<file path="config.mk">
export PLATFORM = sky130hd
export DESIGN_NAME = gelut_term
export DESIGN_NICKNAME = d
export VERILOG_FILES = /design/src/hw/rtl/gelut_pkg.sv /design/src/hw/rtl/gelut_term.sv
export SDC_FILE = /design/constraint.sdc
export NUM_CORES = 2
export LEC_CHECK = 0
export BUFFER_PORTS_ARGS = -buffer_cell sky130_fd_sc_hd__buf_2
export CELL_PAD_IN_SITES_DETAIL_PLACEMENT = 2
export CELL_PAD_IN_SITES_GLOBAL_PLACEMENT = 2
export CORE_MARGIN = 2
export CORE_UTILIZATION = 46
export CTS_BUF_LIST = sky130_fd_sc_hd__clkbuf_4
export DETAILED_ROUTE_END_ITERATION = 10
export GPL_ROUTABILITY_DRIVEN = 0
export PLACE_DENSITY = 0.95
export RECOVER_POWER = 50
export SETUP_SLACK_MARGIN = 0.5
export SLEW_MARGIN = 40
export SYNTH_ARGS = -nofsm -noshare
export SYNTH_HDL_FRONTEND = slang
export SYNTH_SLANG_ARGS = --single-unit
</file>
<file path="constraint.sdc">
create_clock -name clk -period 9.9 [get_ports clk]
set_input_delay 0.99 -clock clk [delete_from_list [all_inputs] [get_ports clk]]
set_output_delay 0.99 -clock clk [all_outputs]
set_load 0.05 [all_outputs]
</file>
<file path="src/hw/rtl/gelut_pkg.sv">
// Shared types and fixed-point constants for the tanh-form GELU pipeline.
package gelut_pkg;

	localparam int DATA_WIDTH = 16;
	localparam int IQ         = 28;
	localparam int EXP_TERMS  = 12;

	localparam logic [28:0] ONE        = 29'h1000_0000;
	localparam logic [27:0] K0_Q       = 28'd214180519;
	localparam logic [23:0] K1_Q       = 24'd12003091;
	localparam logic [27:0] LN2_Q      = 28'd186065280;
	localparam logic [12:0] RCP_LN2    = 13'((64'd1 << 40) / 64'd186065280);
	localparam int          RCP_SHIFT  = 24;
	localparam logic [6:0]  EXP_CUTOFF = 7'd40;

	typedef struct packed {
		logic signed [DATA_WIDTH-1:0] x_in;
		logic                         last_in;
	} act_t;

	typedef struct packed {
		logic signed [DATA_WIDTH-1:0] y_out;
		logic                         last_out;
	} res_t;

	typedef struct packed {
		logic                         neg;
		logic                         big;
		logic                         last;
		logic signed [DATA_WIDTH-1:0] x;
	} side_t;

	typedef struct packed {
		side_t       side;
		logic [30:0] a;
		logic [6:0]  n;
		logic [27:0] r;
		logic [28:0] term;
		logic [28:0] sum;
	} exp_t;

endpackage

</file>
<file path="src/hw/rtl/gelut_term.sv">
// One series term of exp(-r): multiply by r, divide by the term index, accumulate.
module gelut_term #(
	parameter int K = 1
) (
	input  logic             clk,
	input  logic             arst_n,
	input  logic             in_valid,
	output logic             in_ready,
	input  gelut_pkg::exp_t  in_data,
	output logic             out_valid,
	input  logic             out_ready,
	output gelut_pkg::exp_t  out_data
);

	localparam logic [32:0] RCP      = 33'((64'd1 << 32) / K);
	localparam logic [3:0]  KD       = 4'(K);
	localparam bit          ADD_PREV = ((K - 1) % 2) == 0;

	logic            v_s1, v_s2, v_s3;
	logic            en_s1, en_s2, en_s3;
	gelut_pkg::exp_t c_s1, c_s2, c_s3;
	gelut_pkg::exp_t c_d1, c_d3;
	logic [56:0]     prod_s1;
	logic [27:0]     p_s2;
	logic [60:0]     pm_s2;
	logic [27:0]     qe;
	logic [31:0]     qk;
	logic [31:0]     rem;

	assign en_s3    = ~v_s3 | out_ready;
	assign en_s2    = ~v_s2 | en_s3;
	assign en_s1    = ~v_s1 | en_s2;
	assign in_ready = en_s1;

	assign qe  = pm_s2[59:32];
	assign qk  = 32'(qe) * 32'(KD);
	assign rem = 32'(p_s2) - qk;

	always_comb begin
		c_d1      = in_data;
		c_d1.sum  = ADD_PREV ? in_data.sum + in_data.term : in_data.sum - in_data.term;
		c_d3      = c_s2;
		c_d3.term = 29'(qe) + 29'(rem >= 32'(K));
	end

	always_ff @(posedge clk or negedge arst_n) begin
		if (!arst_n) begin
			v_s1 <= 1'b0;
			v_s2 <= 1'b0;
			v_s3 <= 1'b0;
		end else begin
			if (en_s1) v_s1 <= in_valid;
			if (en_s2) v_s2 <= v_s1;
			if (en_s3) v_s3 <= v_s2;
		end
	end

	always_ff @(posedge clk) begin
		if (en_s1) begin
			c_s1    <= c_d1;
			prod_s1 <= 57'(in_data.term) * 57'(in_data.r);
		end
		if (en_s2) begin
			c_s2  <= c_s1;
			p_s2  <= prod_s1[55:28];
			pm_s2 <= 61'(prod_s1[55:28]) * 61'(RCP);
		end
		if (en_s3) begin
			c_s3 <= c_d3;
		end
	end

	assign out_valid = v_s3;
	assign out_data  = c_s3;

endmodule

</file>
==> impl_metrics.json, run 1 <==
{
  "clockRootBuffer": "clkbuf_4",
  "ys_async_sr_fraction": 0.00699,
  "cts_buffers": 114,
  "clockBufferDepth": 3,
  "clkSinkCount": 429,
  "synthAdderAreaFrac": 0.420,
  "avgSynthCellArea_um2": 11.3,
  "htreeDepth": 3,
  "place_area_um2": 42600,
  "firstError": "[ERROR GRT-0116] Global routing finished with congestion. Check the congestion regions in the DRC Viewer.",
  "io_pins": 292,
  "syn_area_um2": 40200,
  "dp_hpwl_mm": 171,
  "grt_usage": 0.947,
  "synth_nets": 4632,
  "grt_overflow_total": 8481,
  "post_cts_buffers": 0,
  "synth_edf_count": 426,
  "ys_warn_count": 0,
  "die_w_um": 299,
  "grt_start_max_net_pins": 80,
  "initial_utilization": 0.464,
  "synth_compound_area_frac": 0.0356,
  "ys_seq_area_frac": 0.320,
  "synth-xor-area-share": 0.0111,
  "synth_ff_type": "edfxtp_1",
  "grt_pass1_vias": 50400,
  "synth-seq-cells": 429,
  "synth_top_family_by_area": "adder cells",
  "synth_mux_area_frac": 0.000499,
  "syn_inst": 3556,
  "ys_types": 66,
  "stop_stage": "global routing (5_1_grt)",
  "synth_simple_gate_area_share": 0.121,
  "grt_pass1_wl_mm": 557,
  "portBuffers": 290,
  "rows": 108,
  "dieHeight_um": 299,
  "outcome": "aborted with a tool error"
}
==> logic make-up after synthesis <==
kind of cell	Yosys count
simple gates	962
mux	2
buf+inv	969
fa+ha+maj	929
xor+xnor	51
compound gates	213
other cells	1
flops	429
==> synth_stat cells, types with 3 or more instances <==
| master | instances | area share |
|---|---|---|
| o21a_1 | 7 | 0.0013 |
| xor2_1 | 13 | 0.0028 |
| nor2b_1 | 5 | 0.00078 |
| nand3b_1 | 4 | 0.00075 |
| or3_1 | 3 | 0.00047 |
| nand3_1 | 11 | 0.0014 |
| a21oi_1 | 57 | 0.0071 |
| nor2_1 | 31 | 0.0029 |
| o21bai_1 | 8 | 0.0015 |
| a311oi_1 | 5 | 0.0011 |
| and3_1 | 8 | 0.0012 |
| and2_1 | 416 | 0.065 |
| nand4b_1 | 3 | 0.00065 |
| ha_1 | 230 | 0.072 |
| nand2b_1 | 12 | 0.0019 |
| a31oi_1 | 11 | 0.0017 |
| a211oi_1 | 10 | 0.0019 |
| dfrtp_1 | 3 | 0.0019 |
| a221oi_1 | 4 | 0.00087 |
| nor3_1 | 11 | 0.0014 |
| xnor2_1 | 38 | 0.0083 |
| nand4_1 | 13 | 0.0020 |
| clkbuf_1 | 169 | 0.016 |
| inv_1 | 795 | 0.074 |
| o21ai_1 | 4 | 0.00050 |
| fa_1 | 699 | 0.35 |
| a21o_1 | 41 | 0.0077 |
| o21ai_0 | 33 | 0.0041 |
| edfxtp_1 | 426 | 0.32 |
| nand2_1 | 433 | 0.040 |
| o211ai_1 | 5 | 0.00093 |
==> metal layers <==
layer  overflow  GRT usage
met1       2736      0.955
met5        129      0.687
met2       2886       1.06
met4       1042      0.879
met3       1688      0.869
==> through the flow <==
step,hold WS (ns),std cells,setup slack [ns]
floorplan,0.400,3556,2.48
detailed placement,0.405,4853,-0.215
global placement,0.400,4852,1.48
CTS,0.0917,5060,0.545
==> what timing repair did <==
| item | 4_1_cts |
|---|---|
| endpoints found under the hold margin | 3 |
| resized for setup | 5 |
| hold buffers | 1 |
| endpoints found under the setup margin | 2 |
==> run 2: changes to the inputs <==
- CELL_PAD_IN_SITES_DETAIL_PLACEMENT: 2 -> unset
- CELL_PAD_IN_SITES_GLOBAL_PLACEMENT: 2 -> unset
- CORE_UTILIZATION: 46 -> 40
- CTS_BUF_LIST: sky130_fd_sc_hd__clkbuf_4 -> unset
- PLACE_DENSITY: 0.95 -> unset
- PLACE_DENSITY_LB_ADDON: unset -> 0.15
- SETUP_SLACK_MARGIN: 0.5 -> unset
==> run 2 against run 1 <==
The flow now finishes, with violations (max-capacitance violations, max-slew violations). Synthesized area unchanged. Synthesized cell count unchanged.
==> impl_metrics.json, run 2 <==
{
  "cp_slowest_stage_delay_ns": 1.37,
  "clockBufferDepth": 3,
  "grt_pass1_vias": 27200,
  "viasPerCell": 4.98,
  "initial_utilization": 0.402,
  "cap_viol_max_count": 12,
  "finalInstanceArea_um2": 44500,
  "synthAdderAreaFrac": 0.420,
  "rows": 116,
  "wl_per_cell_um": 21.5,
  "final.setup.tns_ns": 0,
  "grt_usage": 0.222,
  "synth_ff_type": "edfxtp_1",
  "cp_common_cell": "fa_1",
  "relSlewSlack": -1.74,
  "drtIter0Drc": 1703,
  "die_w_um": 321,
  "synth_common_cells": "inv_1, fa_1, nand2_1",
  "dieHeight_um": 321,
  "synth_edf_count": 426,
  "antenna_left": 0,
  "synth_top_family_by_area": "adder cells",
  "setup_viol": 0,
  "synth-seq-cells": 429,
  "dp_hpwl_mm": 84.0,
  "crit_type": "input port to flip-flop",
  "syn_area_um2": 40200,
  "fin_skew_ns": 0.0546,
  "rsz0062_at_grt": "false",
  "outcome": "finished with violations",
  "cts-resized-gates": 0,
  "synth-xor-area-share": 0.0111,
  "synth_most_common_cell": "inv_1",
  "final_common_cell": "inv_1",
  "crit_path_max_fanout": 30,
  "post-route-drc-count": 0,
  "cts_tree": "built",
  "hold_buffers": 0,
  "portBuffers": 290,
  "worstMarginPinSlew_ns": 4.12,
  "cp_slowest_cell": "clkbuf_1",
  "clk_latency_ns": 0.61,
  "antenna_cells": 0,
  "hp-class": "input port to async pin",
  "antenna_found_initial": 4,
  "largest_register_ffs": 142,
  "syn_to_final_growth_pct": 10.8,
  "synth_nets": 4632,
  "layout_min_cycle_time_ns": 8.70,
  "critPathRequiredTime_ns": 10.32,
  "max_clock_freq_ghz": 0.115,
  "worst_setup_path_end_kind": "flip-flop",
  "clkSinkCount": 429,
  "htreeDepth": 2,
  "final_cell_mix": "inv_1, fa_1, nand2_1, edfxtp_1, and2_1",
  "startpoint_type": "input port",
  "post_cts_buffers": 0,
  "core_um2": 99900,
  "syn_inst": 3556,
  "violations": "max-capacitance violations, max-slew violations",
  "fin_crit_sh": 0.879,
  "synth_simple_gate_area_share": 0.121,
  "place_area_um2": 42900,
  "synth_mux_area_frac": 0.000499,
  "io_pins": 292,
  "crit_chain": "clkbuf_1 -> and2_1 -> fa_1 -> fa_1 -> inv_1 -> fa_1 -> fa_1 -> fa_1 -> inv_1 -> fa_1 -> inv_1 -> fa_1 -> inv_1 -> ha_1 -> nand4_1 -> nor4_1 -> nand4_1 -> nor3b_2 -> o2111ai_4 -> a21boi_2 -> nor3_1 -> o311ai_1",
  "ys_seq_area_frac": 0.320,
  "drive_above_1_share": 0.100,
  "grt_overflow_total": 0,
  "ys_types": 66,
  "slew_violations": 436,
  "cts_buffers": 46,
  "synth_compound_area_frac": 0.0356,
  "grt_pass1_wl_mm": 170,
  "ys_async_sr_fraction": 0.00699,
  "grt_start_max_net_pins": 69,
  "vias": 25400,
  "yosys-top-cells-area": "fa_1, edfxtp_1, inv_1",
  "yosysTopAreaCell": "fa_1",
  "clockRootBuffer": "clkbuf_16",
  "ys_warn_count": 0,
  "routed_wl_mm": 110,
  "firstDrtPassIters": 5,
  "clk_pin_slew_ns": 0.06,
  "yosysTopAreaCellShare": 0.348,
  "hold_violations": 0,
  "finalNetCount": 4845,
  "arrival_ns": 9.12,
  "fp.dieArea_um2": 103000,
  "avgSynthCellArea_um2": 11.3
}
-- run 2: per-stage QoR --
step | hold WS, ns | utilization | instances | worst slack [ns]
4_1_cts | 0.128 | 0.445 | 5100 | 1.81
6_report | 0.185 | 0.446 | 5103 | 1.20
3_3_place_gp | 0.400 | 0.430 | 5014 | 1.16
5_1_grt | 0.183 | 0.446 | 5103 | 0.833
2_1_floorplan | 0.400 | - | 3556 | 2.48
3_5_place_dp | 0.405 | 0.430 | 5016 | 1.20
-- run 2: critical path, delay by kind of cell --
family,cells,cell delay [ns]
simple gates,6,1.88
compound gates,3,0.74
fa+ha+maj,8,3.88
buf+inv,5,1.59
-- run 2: final cells by class --
type / count / area [um2]
Inverter: 795 / 2980
Timing Repair Buffer: 339 / 1820
Sequential cell: 429 / 12900
Clock buffer: 52 / 1170
Clock inverter: 32 / 383
Multi-Input combinational cell: 2158 / 23600
Tap cell: 1298 / 1620
Fill cell: 9534 / 55400
-- run 2: final timing paths --
check	start	slack (ns)	cells after the start	end
setup / recovery	in_data[69]	1.20	22	prod_s1[54]$_DFFE_PP_
hold / removal	arst_n	0.19	1	out_valid$_DFFE_PN0P_
setup reg to reg	out_valid$_DFFE_PN0P_	5.66	2	out_data[36]$_DFFE_PP_
hold reg to reg	c_s1[8]$_DFFE_PP_	0.37	0	c_d3[8]$_DFFE_PP_
max in group asynchronous	arst_n	9.55	1	v_s2$_DFFE_PN0P_
min in group clk	c_s1[8]$_DFFE_PP_	0.37	0	c_d3[8]$_DFFE_PP_
-- run 2: cell families (layout without fill, tap and decap cells) --
family,Yosys count,count (layout)
flops,429,429
buf+inv,969,1218
compound gates,213,213
mux,2,2
simple gates,962,962
other cells,1,1
fa+ha+maj,929,929
xor+xnor,51,51
-- run 2: routing by layer --
layer,global-route usage,wire length [um]
met5,0,23
met4,0.0657,3230
met3,0.0373,6970
met2,0.348,50200
met1,0.318,49400
Power of run 2 is not shown: default switching activity piles up to over one toggle a cycle in this logic, so the estimate is an artifact.
