$ cat config.mk
export PLATFORM = sky130hd
export DESIGN_NAME = gelut_div
export DESIGN_NICKNAME = d
export VERILOG_FILES = /design/src/hw/rtl/gelut_pkg.sv /design/src/hw/rtl/gelut_div.sv
export SDC_FILE = /design/constraint.sdc
export NUM_CORES = 2
export LEC_CHECK = 0
export ABC_AREA = 1
export BUFFER_PORTS_ARGS = -buffer_cell sky130_fd_sc_hd__buf_2
export CAP_MARGIN = 10
export CORE_AREA = 3 3 392 394
export DETAILED_ROUTE_END_ITERATION = 7
export DIE_AREA = 0 0 395 397
export PLACE_DENSITY = 0.68
export REMOVE_ABC_BUFFERS = 1
export SKIP_CTS_REPAIR_TIMING = 1
export SYNTH_ARGS = -nofsm -noshare
export SYNTH_HDL_FRONTEND = slang
export SYNTH_SLANG_ARGS = --single-unit
$ cat constraint.sdc
create_clock -name clk -period 13.5 [get_ports clk]
set_clock_uncertainty 0.2 [all_clocks]
set_input_delay 2.025 -clock clk [delete_from_list [all_inputs] [get_ports clk]]
set_output_delay 2.025 -clock clk [all_outputs]
set_load 0.03 [all_outputs]
$ cat src/hw/rtl/gelut_pkg.sv
// Shared types and fixed-point constants for the tanh-form GELU pipeline.
package gelut_pkg;

	localparam int DATA_WIDTH = 16;
	localparam int IQ         = 28;
	localparam int EXP_TERMS  = 12;

	localparam logic [28:0] ONE        = 29'h1000_0000;
	localparam logic [27:0] K0_Q       = 28'd214180519;
	localparam logic [23:0] K1_Q       = 24'd12003091;
	localparam logic [27:0] LN2_Q      = 28'd186065280;
	localparam logic [12:0] RCP_LN2    = 13'((64'd1 << 40) / 64'd186065280);
	localparam int          RCP_SHIFT  = 24;
	localparam logic [6:0]  EXP_CUTOFF = 7'd40;

	typedef struct packed {
		logic signed [DATA_WIDTH-1:0] x_in;
		logic                         last_in;
	} act_t;

	typedef struct packed {
		logic signed [DATA_WIDTH-1:0] y_out;
		logic                         last_out;
	} res_t;

	typedef struct packed {
		logic                         neg;
		logic                         big;
		logic                         last;
		logic signed [DATA_WIDTH-1:0] x;
	} side_t;

	typedef struct packed {
		side_t       side;
		logic [30:0] a;
		logic [6:0]  n;
		logic [27:0] r;
		logic [28:0] term;
		logic [28:0] sum;
	} exp_t;

endpackage

$ cat src/hw/rtl/gelut_div.sv
// Pipelined restoring divider, one quotient bit per stage.
module gelut_div #(
	parameter int QB = 15
) (
	input  logic               clk,
	input  logic               arst_n,
	input  logic               in_valid,
	output logic               in_ready,
	input  logic [QB+29:0]     num,
	input  logic [29:0]        den,
	input  gelut_pkg::side_t   in_side,
	output logic               out_valid,
	input  logic               out_ready,
	output logic [QB-1:0]      quo,
	output gelut_pkg::side_t   out_side
);

	localparam int RW = 30;

	logic             vld_s  [1:QB];
	logic             rdy    [0:QB];
	logic [QB-1:0]    lq_s   [1:QB];
	gelut_pkg::side_t side_s [1:QB];
	logic [RW-1:0]    rem_s  [1:QB-1];
	logic [RW-1:0]    den_s  [1:QB-1];

	assign rdy[QB]  = out_ready;
	assign in_ready = rdy[0];

	for (genvar k = 0; k < QB; k++) begin : g_step
		logic             v_in;
		logic [QB-1:0]    q_in;
		logic [RW-1:0]    r_in;
		logic [RW-1:0]    d_in;
		gelut_pkg::side_t s_in;
		logic [RW:0]      t;
		logic [RW:0]      diff;

		if (k == 0) begin : g_head
			assign v_in = in_valid;
			assign q_in = num[QB-1:0];
			assign r_in = num[QB+RW-1:QB];
			assign d_in = den;
			assign s_in = in_side;
		end else begin : g_body
			assign v_in = vld_s[k];
			assign q_in = lq_s[k];
			assign r_in = rem_s[k];
			assign d_in = den_s[k];
			assign s_in = side_s[k];
		end

		assign t      = {r_in, q_in[QB-1]};
		assign diff   = t - {1'b0, d_in};
		assign rdy[k] = ~vld_s[k+1] | rdy[k+1];

		always_ff @(posedge clk or negedge arst_n) begin
			if (!arst_n) begin
				vld_s[k+1] <= 1'b0;
			end else if (rdy[k]) begin
				vld_s[k+1] <= v_in;
			end
		end

		always_ff @(posedge clk) begin
			if (rdy[k]) begin
				lq_s[k+1]   <= {q_in[QB-2:0], ~diff[RW]};
				side_s[k+1] <= s_in;
			end
		end

		if (k < QB - 1) begin : g_carry
			always_ff @(posedge clk) begin
				if (rdy[k]) begin
					rem_s[k+1] <= diff[RW] ? t[RW-1:0] : diff[RW-1:0];
					den_s[k+1] <= d_in;
				end
			end
		end
	end

	assign out_valid = vld_s[QB];
	assign quo       = lq_s[QB];
	assign out_side  = side_s[QB];

endmodule

==> impl_metrics.csv <==
group,metric,value,unit
run_status,outcome,"completed",
placed_design,port-buffer-count,133,
sta,timing_worst_slew_pin_value,1.175,ns
critical_path,crit_type,"input port to output port",
detailed_routing,wire_per_inst,20.66,um
clock_network,clk_path_buf_depth,3,
detailed_routing,drt_first_pass_iters,8,
clock_network,clock_buffers_created_by_tritoncts,150,
critical_path,timing.critical_path.buf_inv,4,
critical_path,cp-startpoint,"out_ready",
floorplan,placeableCoreArea,0.1501,sq mm
power,static_power_due_to_leakage,38.17,nW
logic_synthesis,ys.flop_type,"sky130_fd_sc_hd__edfxtp_1",
global_routing,grt_pass1_wl,327900,um
floorplan,die-area,0.1568,sq mm
logic_synthesis,synth_cells,8195,
sta,fin_setup_tns,0,ns
job,timing.max_cap.violations,0,
power,p_per_area,291.5,mW/mm^2
critical_path,worstSetupEndpointType,"output port",
logic_synthesis,syn-mean-instance-area,9.144,sq um
critical_path,critical_path_cell_count,11,
finish,final_nets,8984,
detailed_routing,drcViolationCount,0,
global_routing,globalRouteTotalUtil,0.2761,
sta,timing.final.max_slew_violations,0,
sta,maxSlewHeadroom,0.2145,
clock_network,clock_latency,0.78,ns
logic_synthesis,seq_area_frac_synth,0.5460,
critical_path,timing.rr.end,"side_s[1][15]$_DFFE_PP_",
global_routing,first_global_vias,53590,
floorplan,rows,142,
sta,period_minus_slack,8.267,ns
floorplan,die-width,395,um
clock_network,cts_tree,"yes",
critical_path,timing.critical_path.arrival,6.04,ns
logic_synthesis,synth_cell_types,39,
sta,max_freq,0.1210,GHz
global_routing,grt_max_degree,96,
detailed_routing,route.antenna.remaining_nets,0,
critical_path,crit_path_end,"in_ready",
power,design_power_total,24.06,mW
critical_path,ff2ff_path_depth,9,
logic_synthesis,synthesis.area,0.07493,sq mm
clock_network,clkSlewWorstSetupHoldPaths,0.06,ns
logic_synthesis,ys_seq_elements,1365,
detailed_routing,finalWirelength,218000,um
sta,rsz0062_at_grt,"false",
clock_network,h-tree-depth,4,
placed_design,hpwl_detailed,174900,um
logic_synthesis,yosysWarningCount,0,
power,vdd.ir_drop.worst,209.5,uV
critical_path,cell_family_contributing_the_most_delay_on_the_critical_path,"simple AND/OR/NAND/NOR gates",
floorplan,die_height,397,um
global_routing,grt_antenna_before_repair,13,
worst_hold_path,worst_hold_path_type,"flop to flop",
critical_path,worst_setup_path_start_kind,"input port",
critical_path,crit_path_max_incr_delay,0.54,ns
sta,timing_hold_violations_final,0,
sta,hold-worst-slack,0.2043,ns
critical_path,cp_data_required_time,11.27,ns
floorplan,ioPinCount,134,
critical_path,cells_traversed_along_the_worst_timing_path,"buf_2, inv_1, nand4_4, nor2_4, nand4_4, nor2_4, nand4_4, buf_4, nor2_4, nand4_1, buf_2",
critical_path,critical_path.slowest_cell,"sky130_fd_sc_hd__nand4_4",
placed_design,gpl.final_weighted_congestion,0.9410,
detailed_routing,via_total_after_detailed_routing,56360,
finish,syn2layout_area_growth,10.14,%
sta,finalCritPeriodShare,0.6123,
logic_synthesis,asr_flop_ratio_synth,0.01099,
clock_network,cts_sink_count,1365,
clock_network,ctsRootBufferMaster,"sky130_fd_sc_hd__clkbuf_16",
sta,setup_viol,0,
critical_path,critical_path.reg2reg.startpoint,"out_valid$_DFFE_PN0P_",
critical_path,path_max_fanout,36,
critical_path,ff2ff_setup_slack,8.38,ns
logic_synthesis,synth_edf_count,1350,
finish,drive_above_1_share,0.05649,
detailed_routing,first_iteration_detailed_routing_drc_count,5245,
detailed_routing,via_to_cell_ratio,5.341,
floorplan,floorplan.initialDensity,0.4991,
global_routing,global_route.overflow_total,0,
## cells by family (layout without fill, tap and decap cells)
| family | Yosys count | in the layout | share of synthesized area |
|---|---|---|---|
| simple gates | 4195 | 4195 | 0.2268 |
| flops | 1365 | 1365 | 0.5460 |
| buf+inv | 1062 | 1400 | 0.05951 |
| compound gates | 898 | 898 | 0.06415 |
| fa+ha+maj | 463 | 463 | 0.07871 |
| xor+xnor | 212 | 212 | 0.02478 |
| other cells | 0 | 2 | 0 |
## cells in the final DEF, fill, tap and decap left out, types with 7 or more instances in the layout
cell / instances
sky130_fd_sc_hd__nand3_1: 410
sky130_fd_sc_hd__o21a_1: 44
sky130_fd_sc_hd__or2_0: 7
sky130_fd_sc_hd__bufinv_16: 10
sky130_fd_sc_hd__clkbuf_16: 150
sky130_fd_sc_hd__dfrtp_1: 15
sky130_fd_sc_hd__a21oi_1: 533
sky130_fd_sc_hd__nand3b_1: 14
sky130_fd_sc_hd__ha_1: 449
sky130_fd_sc_hd__or2_2: 7
sky130_fd_sc_hd__clkinv_2: 28
sky130_fd_sc_hd__xor2_1: 197
sky130_fd_sc_hd__o21bai_1: 42
sky130_fd_sc_hd__o21ai_1: 26
sky130_fd_sc_hd__inv_1: 973
sky130_fd_sc_hd__clkbuf_1: 24
sky130_fd_sc_hd__xnor2_1: 15
sky130_fd_sc_hd__nor4_1: 22
sky130_fd_sc_hd__and2_1: 7
sky130_fd_sc_hd__nor3_1: 104
sky130_fd_sc_hd__edfxtp_1: 1350
sky130_fd_sc_hd__buf_2: 133
sky130_fd_sc_hd__buf_4: 23
sky130_fd_sc_hd__fa_1: 14
sky130_fd_sc_hd__nand2_2: 52
sky130_fd_sc_hd__nor2_1: 543
sky130_fd_sc_hd__o21ai_0: 215
sky130_fd_sc_hd__nor2_2: 13
sky130_fd_sc_hd__or2_1: 9
sky130_fd_sc_hd__a21o_1: 29
sky130_fd_sc_hd__clkinv_1: 20
sky130_fd_sc_hd__nand2_1: 2932
sky130_fd_sc_hd__nor3_2: 10
sky130_fd_sc_hd__nand4_1: 50
## worst register-to-register path, stage by stage (launching register included)
cell	delay, ns
sky130_fd_sc_hd__dfrtp_1	0.47
sky130_fd_sc_hd__nand4_4	0.52
sky130_fd_sc_hd__nor2_4	0.47
sky130_fd_sc_hd__nand4_4	0.54
sky130_fd_sc_hd__nor2_4	0.55
sky130_fd_sc_hd__nand4_4	0.12
sky130_fd_sc_hd__buf_4	0.31
sky130_fd_sc_hd__nor2_4	0.30
sky130_fd_sc_hd__clkinv_2	0.58
sky130_fd_sc_hd__buf_4	0.61
## metal layers
metal | wire [um] | vias to the layer above | track usage
met2 | 98450 | 1662 | 0.4377
met5 | 11 | - | 0
li1 | - | 27760 | -
met4 | 5180 | 2 | 0.06883
met1 | 101100 | 26650 | 0.4023
met3 | 13320 | 280 | 0.03737
## area by class of cell
| cell class | count | area (sq um) |
|---|---|---|
| clock inverters | 86 | 952.2 |
| inverters | 978 | 3676 |
| well taps | 2016 | 2522 |
| clock buffers | 176 | 3871 |
| fillers | 13550 | 67600 |
| multi-input cells | 5768 | 29650 |
| flip-flops and latches | 1365 | 40910 |
| diodes | 2 | 5.005 |
| repair buffers | 160 | 940.9 |
## through the flow
| stage | std cells | worst slack, ns | util | area [sq um] |
|---|---|---|---|---|
| 2_1_floorplan | 8111 | 0.09941 | - | 74140 |
| 3_3_place_gp | 10280 | 5.180 | 0.5170 | 77620 |
| 3_5_place_dp | 10280 | 5.085 | 0.5170 | 77620 |
| 4_1_cts | 10550 | 5.097 | 0.5492 | 82450 |
| 5_1_grt | 10550 | 5.000 | 0.5497 | 82530 |
| 6_report | 10550 | 5.233 | 0.5497 | 82530 |
## where the power goes
part / internal, mW / switching [mW]
Sequential: 7.09 / 1.19
Combinational: 3.60 / 8.17
Clock: 2.27 / 1.74
## worst min path at each step
stage / start / to / slack (ns) / cells after the start
after floorplan: lq_s[0][84]$_DFFE_PP_ / lq_s[0][100]$_DFFE_PP_ / 0.20 / 0
after detailed placement: lq_s[0][84]$_DFFE_PP_ / lq_s[0][100]$_DFFE_PP_ / 0.20 / 0
after CTS: lq_s[0][84]$_DFFE_PP_ / lq_s[0][100]$_DFFE_PP_ / 0.20 / 0
after global routing: lq_s[1][40]$_DFFE_PP_ / lq_s[1][56]$_DFFE_PP_ / 0.21 / 0
after global placement: side_s[1][68]$_DFFE_PP_ / side_s[2][11]$_DFFE_PP_ / 0.20 / 0
final: side_s[3][44]$_DFFE_PP_ / side_s[3][63]$_DFFE_PP_ / 0.20 / 0
## state kept, by name (all words and copies together), names as in the netlist
signal and cells:
rem_s 420, side_s 285, g_step.v_in 14, lq_s 225, out_valid 1, den_s 420
## synthesized netlist by cell type, types with 4 or more instances
cell type | instances | area, sq um
sky130_fd_sc_hd__a21o_1 | 29 | 217.7
sky130_fd_sc_hd__a21oi_1 | 533 | 2668
sky130_fd_sc_hd__and2_1 | 7 | 43.79
sky130_fd_sc_hd__buf_4 | 42 | 315.3
sky130_fd_sc_hd__buf_6 | 42 | 473.0
sky130_fd_sc_hd__dfrtp_1 | 15 | 375.4
sky130_fd_sc_hd__edfxtp_1 | 1350 | 40540
sky130_fd_sc_hd__fa_1 | 14 | 280.3
sky130_fd_sc_hd__ha_1 | 449 | 5618
sky130_fd_sc_hd__inv_1 | 976 | 3664
sky130_fd_sc_hd__nand2_1 | 2936 | 11020
sky130_fd_sc_hd__nand2_2 | 51 | 319.1
sky130_fd_sc_hd__nand3_1 | 414 | 2072
sky130_fd_sc_hd__nand3b_1 | 14 | 105.1
sky130_fd_sc_hd__nand4_1 | 50 | 312.8
sky130_fd_sc_hd__nor2_1 | 543 | 2038
sky130_fd_sc_hd__nor2_2 | 13 | 81.33
sky130_fd_sc_hd__nor2_4 | 4 | 45.04
sky130_fd_sc_hd__nor3_1 | 104 | 520.5
sky130_fd_sc_hd__nor3_2 | 10 | 100.1
sky130_fd_sc_hd__nor4_1 | 22 | 137.6
sky130_fd_sc_hd__o211ai_1 | 5 | 37.54
sky130_fd_sc_hd__o21a_1 | 44 | 330.3
sky130_fd_sc_hd__o21ai_0 | 215 | 1076
sky130_fd_sc_hd__o21ai_1 | 26 | 130.1
sky130_fd_sc_hd__o21bai_1 | 42 | 315.3
sky130_fd_sc_hd__or2_0 | 7 | 43.79
sky130_fd_sc_hd__or2_1 | 9 | 56.30
sky130_fd_sc_hd__or2_2 | 7 | 43.79
sky130_fd_sc_hd__xnor2_1 | 15 | 131.4
sky130_fd_sc_hd__xor2_1 | 197 | 1725
Power figures use the tool's default switching activity.
